<file path="src/rtl/alpha_over_compositor_assert.svh">
// Assertion macros for the alpha-over compositor.
`ifndef ALPHA_OVER_COMPOSITOR_ASSERT_SVH
`define ALPHA_OVER_COMPOSITOR_ASSERT_SVH

// Plain implication, checked every clock while out of reset.
`define AOC_ASSERT_IMPL(label, clk, rst_n, ante, cons) \
  label: assert property (@(posedge clk) disable iff (!rst_n) (ante) |-> (cons)) \
    else $error("alpha_over_compositor assertion failed");

// Implication with a fixed latency between the two sides.
`define AOC_ASSERT_DELAY(label, clk, rst_n, ante, dly, cons) \
  label: assert property (@(posedge clk) disable iff (!rst_n) (ante) |-> ##dly (cons)) \
    else $error("alpha_over_compositor latency check failed");

`endif

</file>
<file path="src/rtl/aoc_pkg.sv">
`timescale 1ns / 1ps
`default_nettype none
package aoc_pkg;

  localparam int unsigned Full8  = 255;
  localparam int unsigned Full16 = 65025;

  localparam logic [7:0] RegOpacity = 8'd0;
  localparam logic [7:0] RegVisible = 8'd1;

  // front stages, divider stages, output register
  localparam int unsigned FrontLat = 3;
  localparam int unsigned DivLat   = 8;
  localparam int unsigned TotalLat = FrontLat + DivLat + 1;

  // floor(T / 65025) == (T * AlphaRecip) >> AlphaShift for every T < 2^24
  localparam logic [24:0] AlphaRecip = 25'd16909061;
  localparam int unsigned AlphaShift = 40;

  typedef struct packed {
    logic [7:0] src_red;
    logic [7:0] src_green;
    logic [7:0] src_blue;
    logic [7:0] src_alpha;
    logic [7:0] dst_red;
    logic [7:0] dst_green;
    logic [7:0] dst_blue;
    logic [7:0] dst_alpha;
  } pix_in_t;

  typedef struct packed {
    logic [7:0] out_red;
    logic [7:0] out_green;
    logic [7:0] out_blue;
    logic [7:0] out_alpha;
  } pix_out_t;

  // front end result: divisor, numerators and bypass data
  typedef struct packed {
    logic        pass;
    logic [23:0] den;
    logic [31:0] num_r;
    logic [31:0] num_g;
    logic [31:0] num_b;
    pix_out_t    dst;
  } blend_t;

endpackage
`default_nettype wire

</file>
<file path="src/rtl/aoc_div.sv">
`timescale 1ns / 1ps
`default_nettype none
module aoc_div (
  input  wire logic        clk_i,
  input  wire logic [31:0] num_i,
  input  wire logic [23:0] den_i,
  output logic [7:0]       quo_o
);
  import aoc_pkg::*;

  // restoring division, one quotient bit per stage; quotient known < 256
  logic [31:0] rem_q [DivLat-1];
  logic [23:0] den_q [DivLat-1];
  logic [7:0]  quo_q [DivLat];
  logic [32:0] st_c  [DivLat];

  // {take, remainder after the trial subtract}
  function automatic logic [32:0] div_step(logic [31:0] rem, logic [23:0] den,
                                           int unsigned sh);
    logic [31:0] trial;
    trial = 32'(den) << sh;
    if (rem >= trial) begin
      return {1'b1, rem - trial};
    end
    return {1'b0, rem};
  endfunction

  always_comb begin
    st_c[0] = div_step(num_i, den_i, DivLat - 1);
    for (int i = 1; i < DivLat; i++) begin
      st_c[i] = div_step(rem_q[i-1], den_q[i-1], DivLat - 1 - i);
    end
  end

  always_ff @(posedge clk_i) begin
    rem_q[0] <= st_c[0][31:0];
    den_q[0] <= den_i;
    quo_q[0] <= 8'(st_c[0][32]) << (DivLat - 1);
    for (int i = 1; i < DivLat - 1; i++) begin
      rem_q[i] <= st_c[i][31:0];
      den_q[i] <= den_q[i-1];
    end
    for (int i = 1; i < DivLat; i++) begin
      quo_q[i] <= quo_q[i-1] | (8'(st_c[i][32]) << (DivLat - 1 - i));
    end
  end

  assign quo_o = quo_q[DivLat-1];
endmodule
`default_nettype wire

</file>
<file path="config.mk">
export PLATFORM = sky130hd
export DESIGN_NAME = aoc_div
export DESIGN_NICKNAME = d
export VERILOG_FILES = /design/src/rtl/alpha_over_compositor_assert.svh /design/src/rtl/aoc_pkg.sv /design/src/rtl/aoc_div.sv
export SDC_FILE = /design/constraint.sdc
export NUM_CORES = 1
export LEC_CHECK = 0
export BUFFER_PORTS_ARGS = -buffer_cell sky130_fd_sc_hd__buf_2
export CAP_MARGIN = 20
export CORE_UTILIZATION = 65
export CTS_CLUSTER_SIZE = 30
export DETAILED_ROUTE_END_ITERATION = 8
export GPL_TIMING_DRIVEN = 0
export PLACE_DENSITY = 0.89
export SYNTH_ARGS = -nofsm -noshare
export SYNTH_HDL_FRONTEND = slang
export SYNTH_SLANG_ARGS = --single-unit
</file>
<file path="constraint.sdc">
create_clock -name clk_i -period 6.4 [get_ports clk_i]
set_input_delay 0.32 -clock clk_i [delete_from_list [all_inputs] [get_ports clk_i]]
set_output_delay 0.32 -clock clk_i [all_outputs]
set_load 0.005 [all_outputs]
</file>
==> results.tsv <==
metric	value	unit
status	completed	
#FFs+latches synth	428	
FF+latch area	8570	um^2
area leader, netlist	dfxtp_1	
hold buffers post-CTS	34	
min cycle time layout	3840	ps
DRT iter0 DRCs	893	
Top Layer Used	met4	
total negative setup slack	0	ps
Avg Cell Area, Syn	8.96	um^2
leakage dissipation	11.0	nW
critical path capture point type	flip-flop	
WL met1	18.8	mm
buffers from clock root to sink, at most	3	
Tcrit/Tclk final	59.9	%
grt ovf	0	
Syn Nets	2579	
Avg Vias per Cell	5.71	
num ports	65	
CTS tree	yes	
post-route ant nets	0	
PostCTS Resize Cnt	0	
H-tree Lvls	2	
Comb power frac	44.5	%
post-synthesis instance total	2323	
initial antenna violation count	0	
setup violators final	0	
CORE AREA	31600	um^2
Fin. Hold Viols	0	
worst path required time	6780	ps
asr flop ratio synth	0	%
Clk Latency, worst-skew pair	540	ps
largest net degree at the start of global routing	15	
clock share of power	22.9	%
post-route insts no fill	2903	
clk_skew	29.0	ps
worst r2r src	den_q[0][0]	
Worst slew margin	50.7	%
Die ar.	32700	um^2
Routed met3 length	2.16	mm
Crit Path Category	input port to flip-flop	
Final #Nets	2723	
CP startpoint	den_i[8]	
final WL	48.5	mm
final routed DRC violation total	0	
Cell Area, Synth	20800	um^2
switching share of power	36.5	%
sequential-to-total area share from yosys stat	41.2	%
share of the synthesized area in the top cell type	41.2	%
Initial Util	66.0	%
Cell variety after synth	87	
internal power	7.55	mW
Slew Limit Fails	0	
Detail Placement HPWL	36.8	mm
top cells by area, synth	dfxtp_1 41%, ha_1 12%, a21oi_1 5.0%	
routability cong.	0.957	
commonest cells in the netlist	428 x dfxtp_1, 243 x inv_1, 207 x a21oi_1	
vias in the first global route	17200	
TritonCTS Buffers	44	
chip width	181	um
Multi-input gate area	11000	um^2
pwr/cell area	504	nW/um^2
first-pass GRT wire length	79.4	mm
CTS sink cnt	428	
most common cell in the netlist	dfxtp_1	
CTS Root Cell	clkbuf_16	
Data arrival, critical path	4220	ps
Net Switching	4.35	mW
Max VDD drop	0.265	mV
via count	16600	
CTS clk-pin slew, worst paths	60	ps
placed insts	2789	
drt first pass iters	7	
hold path cells	3	
met2 routed WL	24.7	mm
worst-case reg-to-reg path depth	14	
Hold Crit Class	input port to flip-flop	
GR Util All Layers	29.6	%
Area Growth Syn to Fin	13.3	%
Ant. Diodes	0	
total design power	11.9	mW
startpoint type of the worst setup path	input port	
num rows	65	
Flop pwr share	32.6	%
slew at the pin with the worst max-slew slack	733	ps
fraction of layout cells with a size suffix above 1	7.96	%
R2R Setup Slk	2570	ps
Max Cap Violations	0	
main flop type after synthesis	dfxtp_1	
number of port buffers	64	
CP Max Fanout	10	
worst hold start	num_i[18]	
synth warn	0	
unrepaired setup endpoints after global routing	no	
drt wl/cell	16.7	um
Filler Cell Count	2277	
die height	181	um
Post-synth EDFFs	0	
f_max	0.261	GHz
postcts setup bufs	0	
-- critical path: stages --
cell	delay (ps)
dlygate4sd3_1	530
buf_2	120
inv_1	50
ha_1	280
clkbuf_1	220
a21oi_1	330
nand2_1	100
nor3_1	290
nor2_1	170
a21oi_1	310
o22ai_1	210
a31oi_1	240
buf_2	330
buf_1	510
o21ai_0	210
-- sequential cells by signal, indices dropped and copies added, names as in the netlist --
| register | flops |
|---|---|
| rem_q | 224 |
| den_q | 168 |
| quo_q | 36 |
-- per-stage QoR --
| step | util, % | hold slack (ps) | setup slack [ps] | area (um^2) |
|---|---|---|---|---|
| floorplan | - | 310 | 3590 | 20800 |
| global placement | 68.6 | 309 | 2850 | 21600 |
| detailed placement | 68.6 | 312 | 2820 | 21600 |
| CTS | 74.8 | 0.827 | 2640 | 23600 |
| global route | 74.8 | 27.5 | 2430 | 23600 |
| finish | 74.8 | 9.76 | 2560 | 23600 |
-- logic make-up (layout without fill, tap and decap cells) --
family,after synthesis,after routing,synth area share [%]
mux,35,35,1.88
simple gates,570,570,13.1
flops,428,428,41.2
fa+ha+maj,199,199,12.2
compound gates,623,623,19.1
buf+inv,306,484,5.78
xor+xnor,162,162,6.82
-- path summary, 6_finish.rpt --
check / end
setup / recovery: rem_q[0][7]
hold / removal: rem_q[0][18]
hold reg to reg: quo_q[1][29]
setup reg to reg: rem_q[1][25]
-- power by group through the flow --
stage | logic (mW) | registers, mW | clock network (mW)
3_3_place_gp | 5.04 | 3.90 | 0
3_5_place_dp | 5.15 | 3.92 | 0
6_report | 5.29 | 3.88 | 2.72
5_1_grt | 5.91 | 3.94 | 2.88
4_1_cts | 5.24 | 3.87 | 2.76
2_1_floorplan | 4.16 | 3.77 | 0
-- layout make-up --
class / instances / share of cell area (%)
Multi-Input combinational cell: 1589 / 46.8
Timing Repair Buffer: 98 / 2.80
Tap cell: 402 / 2.13
Clock buffer: 67 / 5.76
Clock inverter: 13 / 1.08
Buffer: 61 / 1.20
Sequential cell: 428 / 36.3
Inverter: 245 / 3.90
-- metal layers --
metal / vias up / track usage (%)
li1: 8314 / -
met1: 7495 / 30.6
met2: 594 / 56.8
met3: 169 / 3.39
met4: 0 / 18.3
met5: - / 0
-- cell usage in the layout (no fill, tap or decap), types with 10 or more instances in the layout --
master / netlist / routed
nor4_1: 11 / 11
o31a_1: 10 / 10
o21ai_1: 67 / 67
o31ai_1: 12 / 12
clkbuf_8: 0 / 13
dfxtp_1: 428 / 428
nand4_1: 22 / 22
nor2_1: 162 / 162
mux2_1: 26 / 26
ha_1: 192 / 192
nand3_1: 36 / 36
dlygate4sd3_1: 0 / 34
o21bai_1: 20 / 20
and3_1: 16 / 16
a21oi_1: 207 / 207
clkbuf_16: 0 / 46
nand2b_1: 26 / 26
a21o_1: 76 / 76
inv_1: 243 / 243
o21ai_0: 83 / 83
xor2_1: 66 / 66
a211oi_1: 25 / 25
nor3_1: 25 / 25
nor2b_1: 27 / 27
nand2_1: 179 / 179
or3_1: 18 / 18
buf_2: 17 / 81
clkbuf_1: 31 / 39
o211ai_1: 12 / 12
o21a_1: 22 / 22
xnor2_1: 96 / 96
Power figures use the tool's default switching activity.
