`config.mk`:
```
export PLATFORM = sky130hd
export DESIGN_NAME = aoc_front
export DESIGN_NICKNAME = d
export VERILOG_FILES = /design/src/rtl/alpha_over_compositor_assert.svh /design/src/rtl/aoc_pkg.sv /design/src/rtl/aoc_front.sv
export SDC_FILE = /design/constraint.sdc
export NUM_CORES = 2
export LEC_CHECK = 0
export BUFFER_PORTS_ARGS = -buffer_cell sky130_fd_sc_hd__clkbuf_2
export CELL_PAD_IN_SITES_DETAIL_PLACEMENT = 0
export CELL_PAD_IN_SITES_GLOBAL_PLACEMENT = 1
export CORE_MARGIN = 8
export CORE_UTILIZATION = 50
export DETAILED_ROUTE_END_ITERATION = 10
export PLACE_DENSITY_LB_ADDON = 0.15
export SETUP_SLACK_MARGIN = 0.3
export SLEW_MARGIN = 20
export SYNTH_ARGS = -nofsm -noshare
export SYNTH_HDL_FRONTEND = slang
export SYNTH_SLANG_ARGS = --single-unit
```
`constraint.sdc`:
```
create_clock -name clk_i -period 6.9 [get_ports clk_i]
set_input_delay 1.38 -clock clk_i [delete_from_list [all_inputs] [get_ports clk_i]]
set_output_delay 1.38 -clock clk_i [all_outputs]
set_load 0.05 [all_outputs]
```
`src/rtl/alpha_over_compositor_assert.svh`:
```
// Assertion macros for the alpha-over compositor.
`ifndef ALPHA_OVER_COMPOSITOR_ASSERT_SVH
`define ALPHA_OVER_COMPOSITOR_ASSERT_SVH

// Plain implication, checked every clock while out of reset.
`define AOC_ASSERT_IMPL(label, clk, rst_n, ante, cons) \
  label: assert property (@(posedge clk) disable iff (!rst_n) (ante) |-> (cons)) \
    else $error("alpha_over_compositor assertion failed");

// Implication with a fixed latency between the two sides.
`define AOC_ASSERT_DELAY(label, clk, rst_n, ante, dly, cons) \
  label: assert property (@(posedge clk) disable iff (!rst_n) (ante) |-> ##dly (cons)) \
    else $error("alpha_over_compositor latency check failed");

`endif

```
`src/rtl/aoc_pkg.sv`:
```
`timescale 1ns / 1ps
`default_nettype none
package aoc_pkg;

  localparam int unsigned Full8  = 255;
  localparam int unsigned Full16 = 65025;

  localparam logic [7:0] RegOpacity = 8'd0;
  localparam logic [7:0] RegVisible = 8'd1;

  // front stages, divider stages, output register
  localparam int unsigned FrontLat = 3;
  localparam int unsigned DivLat   = 8;
  localparam int unsigned TotalLat = FrontLat + DivLat + 1;

  // floor(T / 65025) == (T * AlphaRecip) >> AlphaShift for every T < 2^24
  localparam logic [24:0] AlphaRecip = 25'd16909061;
  localparam int unsigned AlphaShift = 40;

  typedef struct packed {
    logic [7:0] src_red;
    logic [7:0] src_green;
    logic [7:0] src_blue;
    logic [7:0] src_alpha;
    logic [7:0] dst_red;
    logic [7:0] dst_green;
    logic [7:0] dst_blue;
    logic [7:0] dst_alpha;
  } pix_in_t;

  typedef struct packed {
    logic [7:0] out_red;
    logic [7:0] out_green;
    logic [7:0] out_blue;
    logic [7:0] out_alpha;
  } pix_out_t;

  // front end result: divisor, numerators and bypass data
  typedef struct packed {
    logic        pass;
    logic [23:0] den;
    logic [31:0] num_r;
    logic [31:0] num_g;
    logic [31:0] num_b;
    pix_out_t    dst;
  } blend_t;

endpackage
`default_nettype wire

```
`src/rtl/aoc_front.sv`:
```
`timescale 1ns / 1ps
`default_nettype none
module aoc_front (
  input  wire logic            clk_i,
  input  wire logic            rst_ni,
  input  wire logic            valid_i,
  input  wire aoc_pkg::pix_in_t pix_i,
  input  wire logic [7:0]      opacity_i,
  input  wire logic            visible_i,
  output logic                 valid_o,
  output aoc_pkg::blend_t      blend_o
);
  import aoc_pkg::*;

  logic [2:0] vld_q;

  // stage 1: S = a_s * opacity
  pix_in_t     pix1_q;
  logic [15:0] s1_q;
  logic        inv1_q;
  // stage 2: W = a_d*(65025-S), X = c_s*S
  pix_in_t     pix2_q;
  logic [15:0] s2_q;
  logic        inv2_q;
  logic [23:0] w2_q, xr2_q, xg2_q, xb2_q;
  // stage 3
  blend_t      b3_q;

  logic [23:0] t3_d;
  logic [31:0] nr3_d, ng3_d, nb3_d;

  always_ff @(posedge clk_i or negedge rst_ni) begin
    if (!rst_ni) begin
      vld_q <= '0;
    end else begin
      vld_q <= {vld_q[1:0], valid_i};
    end
  end

  assign t3_d   = 24'({8'd0, s2_q, 8'd0} - {16'd0, s2_q}) + w2_q;
  assign nr3_d  = ({xr2_q, 8'd0} - {8'd0, xr2_q}) + 32'(pix2_q.dst_red) * 32'(w2_q);
  assign ng3_d  = ({xg2_q, 8'd0} - {8'd0, xg2_q}) + 32'(pix2_q.dst_green) * 32'(w2_q);
  assign nb3_d  = ({xb2_q, 8'd0} - {8'd0, xb2_q}) + 32'(pix2_q.dst_blue) * 32'(w2_q);

  always_ff @(posedge clk_i) begin
    pix1_q <= pix_i;
    s1_q   <= 16'(pix_i.src_alpha) * 16'(opacity_i);
    inv1_q <= ~visible_i;

    pix2_q <= pix1_q;
    s2_q   <= s1_q;
    inv2_q <= inv1_q;
    w2_q   <= 24'(pix1_q.dst_alpha) * 24'(16'(Full16) - s1_q);
    xr2_q  <= 24'(pix1_q.src_red) * 24'(s1_q);
    xg2_q  <= 24'(pix1_q.src_green) * 24'(s1_q);
    xb2_q  <= 24'(pix1_q.src_blue) * 24'(s1_q);

    b3_q.pass  <= inv2_q || (t3_d == '0);
    b3_q.den   <= t3_d;
    b3_q.num_r <= nr3_d;
    b3_q.num_g <= ng3_d;
    b3_q.num_b <= nb3_d;
    b3_q.dst   <= {pix2_q.dst_red, pix2_q.dst_green, pix2_q.dst_blue, pix2_q.dst_alpha};
  end

  assign valid_o = vld_q[2];
  assign blend_o = b3_q;
endmodule
`default_nettype wire

```
==> flow_summary.yaml <==
outcome:
  status: "complete, no violations"
job:
  drv_cap: 0
placed_design:
  portBuffers: 229
  dpl_cell_area_um2: 51500
  place_congestion: 0.914
  place_hpwl_um: 103000
route:
  vias_per_cell: 5.12
  wl_um: 124000
  vias: 34268
  drtPass1Iterations: 8
  drtIter0Drc: 1774
  wl_per_cell_um: 18.5
  drc: 0
  ant_nets: 0
critical_path:
  critPathSlowestCell: "dfxtp_1"
  critPathLaunch: "w2_q[3]"
  end_kind: "register"
  worstPathMaxFanout: 19
  required_ns: 7.47
  endpoint: "blend_o[127]"
  cpPeakStageDelay_ns: 0.54
  r2r_end: "blend_o[127]"
  reg2reg_depth: 20
  crit_path_start_kind: "register"
  crit_chain: "buf_4, and2_1, fa_1, fa_1, fa_1, fa_1, inv_1, fa_1, inv_1, ha_1, a21oi_1, o21ai_0, a221oi_2, a21oi_1, o31ai_2, a211oi_1, nor3_1, o31ai_1, a21oi_1, xnor2_1"
  critPathKind: "register to register"
  worstPathArrival_ns: 6.81
  rrSetupSlack_ns: 0.66
  timing.rr.start: "w2_q[3]"
  crit_top_cell: "fa_1"
logic_synthesis:
  synth_cells: 5194
  syn-cell-area_um2: 48700
  synth_mux_area_share_pct: 0.0411
  synth_cell_types: 69
  synth_edf_count: 0
  ys_seq_elements: 374
  synthFlopType: "dfxtp_1"
  yosysSeqAreaShare_pct: 15.4
  postSynthAreaPerCell_um2: 9.38
  yosys_warnings: 0
  synthAdderAreaFrac_pct: 49.7
  synthSimpleGateAreaFrac_pct: 15.6
  synth_top_family_by_area: "adder cells"
  synth_xor_area_share_pct: 3.72
  synth-compound-area-share_pct: 5.49
  syn_nets: 6649
  async_reset_ff_share_pct: 0.802
clock_tree:
  cts_tree: "built"
  h-tree-depth: 2
  clk_latency_ns: 0.64
  clk_path_buf_depth: 3
  cts_sinks: 374
  ctsHoldBuffers: 0
  cts_buffers: 47
  root_buffer: "clkbuf_16"
  clk_pin_slew_ns: 0.06
floorplanning:
  dieArea_um2: 108000
  die_y_um: 328
  core_um2: 96700
  pin_count: 230
  die_w_um: 328
  rows: 114
  start_util_pct: 50.4
cells_and_area:
  stdcell_area_um2: 53100
  most-common-layout-cells: "inv_1 (1116), fa_1 (931), nand2_1 (651), and2_1 (581), ha_1 (448)"
  final-seq-area_um2: 7520
  multiInputGateArea_um2: 36400
  nets: 6837
  layout_commonest_cell: "inv_1"
  fill_cells: 8969
  layout-drive-gt1-share_pct: 8.27
  syn2layout_area_growth_pct: 9.04
global_routing:
  grt_max_degree: 37
  grt_overflow: 0
  grt_pass1_vias: 37018
  grt_pass1_wl_um: 201000
  track_usage_pct: 23.6
  grt_antenna_before_repair: 4
sta:
  rsz0062_at_grt: "true"
  setup_viol: 0
  hold_viol_final: 0
  max_freq_mhz: 160
  slew-limit-headroom_pct: 39.4
  fin_skew_ns: 0.0276
  fin_tns_setup_ns: 0
  drv_slew: 0
  fin_crit_ns: 6.24
  worst_pin_slew_ns: 0.885
  final.period_utilization_pct: 90.5
hold_path:
  hold_path_class: "register to register"
[routing by layer]
metal / GRT usage (%) / part of all wire [%]
met1: 30.8 / 43
met2: 39.1 / 47
met3: 4.80 / 6.3
met4: 7.72 / 3.5
met5: 0 / 0.039
[area by class of cell]
class | instances | share of cell area (%)
multi-input cells | 3521 | 68.5
diodes | 1 | 0.00471
clock buffers | 63 | 2.48
clock inverters | 22 | 0.403
well taps | 1276 | 3.00
inverters | 1116 | 7.88
repair buffers | 322 | 3.55
flip-flops and latches | 374 | 14.1
[registers in the layout (all words and copies together) (netlist names), 24 cells and up]
name,flops
xg2_q,24
blend_o,153
pix2_q,32
pix1_q,56
xb2_q,24
xr2_q,24
w2_q,24
[repair_timing]
action | in CTS | in global routing
resized for setup | 0 | 26
setup buffers | 0 | 0
endpoints found under the setup margin | 0 | 10
[worst min-delay path by stage]
stage | start | to | slack (ns) | cells past startpoint
after global routing | pix2_q[0] | blend_o[0] | 0.33 | 0
after global placement | pix2_q[2] | blend_o[2] | 0.31 | 0
after CTS | pix2_q[0] | blend_o[0] | 0.33 | 0
final | pix1_q[30] | pix2_q[30] | 0.32 | 0
after detailed placement | pix1_q[13] | pix2_q[13] | 0.31 | 0
after floorplan | pix2_q[0] | blend_o[0] | 0.31 | 0
[worst max-delay path: cells and delay by family (launching register included)]
kind                     cells  cell delay (ns)
AO/OA/AOI/OAI                8             1.82
adder cells (fa/ha/maj)      6             2.70
flip-flops                   1             0.54
buffers and inverters        3             0.47
XOR/XNOR                     1             0.14
AND/OR/NAND/NOR              2             0.49
[kinds of logic (layout without fill, tap and decap cells)]
kind of cell    Yosys count  count (layout)
compound gates          408             408
buf+inv                1299            1523
other cells               0               1
simple gates           1525            1525
flops                   374             374
xor+xnor                207             207
mux                       2               2
fa+ha+maj              1379            1379
[metrics by stage]
step           hold WS [ns]  setup WS [ns]  std cells  utilization (%)
3_5_place_dp          0.312          0.428       6609             53.3
4_1_cts               0.325          0.410       6694             54.9
6_report              0.318          0.658       6695             55.0
2_1_floorplan         0.310          0.902       5194                -
3_3_place_gp          0.310          0.574       6609             53.3
5_1_grt               0.330          0.199       6694             55.0
[Yosys cell counts (6+ instances only)]
cell | count | area [um2]
inv_1 | 1116 | 4190
fa_1 | 931 | 18600
nand2_1 | 651 | 2440
and2_1 | 581 | 3630
ha_1 | 448 | 5610
dfxtp_1 | 371 | 7430
clkbuf_1 | 180 | 676
xnor2_1 | 159 | 1390
a21oi_1 | 129 | 646
nor2_1 | 98 | 368
o21ai_0 | 57 | 285
xor2_1 | 48 | 420
a21o_1 | 43 | 323
nand3_1 | 38 | 190
nor3_1 | 36 | 180
nor2b_1 | 27 | 169
o21a_1 | 27 | 203
and3_1 | 23 | 144
o21bai_1 | 22 | 165
a211oi_1 | 20 | 150
nand2b_1 | 19 | 119
or3_1 | 15 | 93.8
a31oi_1 | 14 | 87.6
o31ai_1 | 11 | 82.6
or2_2 | 11 | 68.8
a21boi_0 | 9 | 67.6
o21ai_1 | 8 | 40.0
o41ai_1 | 7 | 61.3
a211o_1 | 6 | 52.6
o221ai_1 | 6 | 52.6
Power is left out: the tool's default activity adds up to more than one toggle a clock period on the data nets, which glitch-free logic cannot reach.
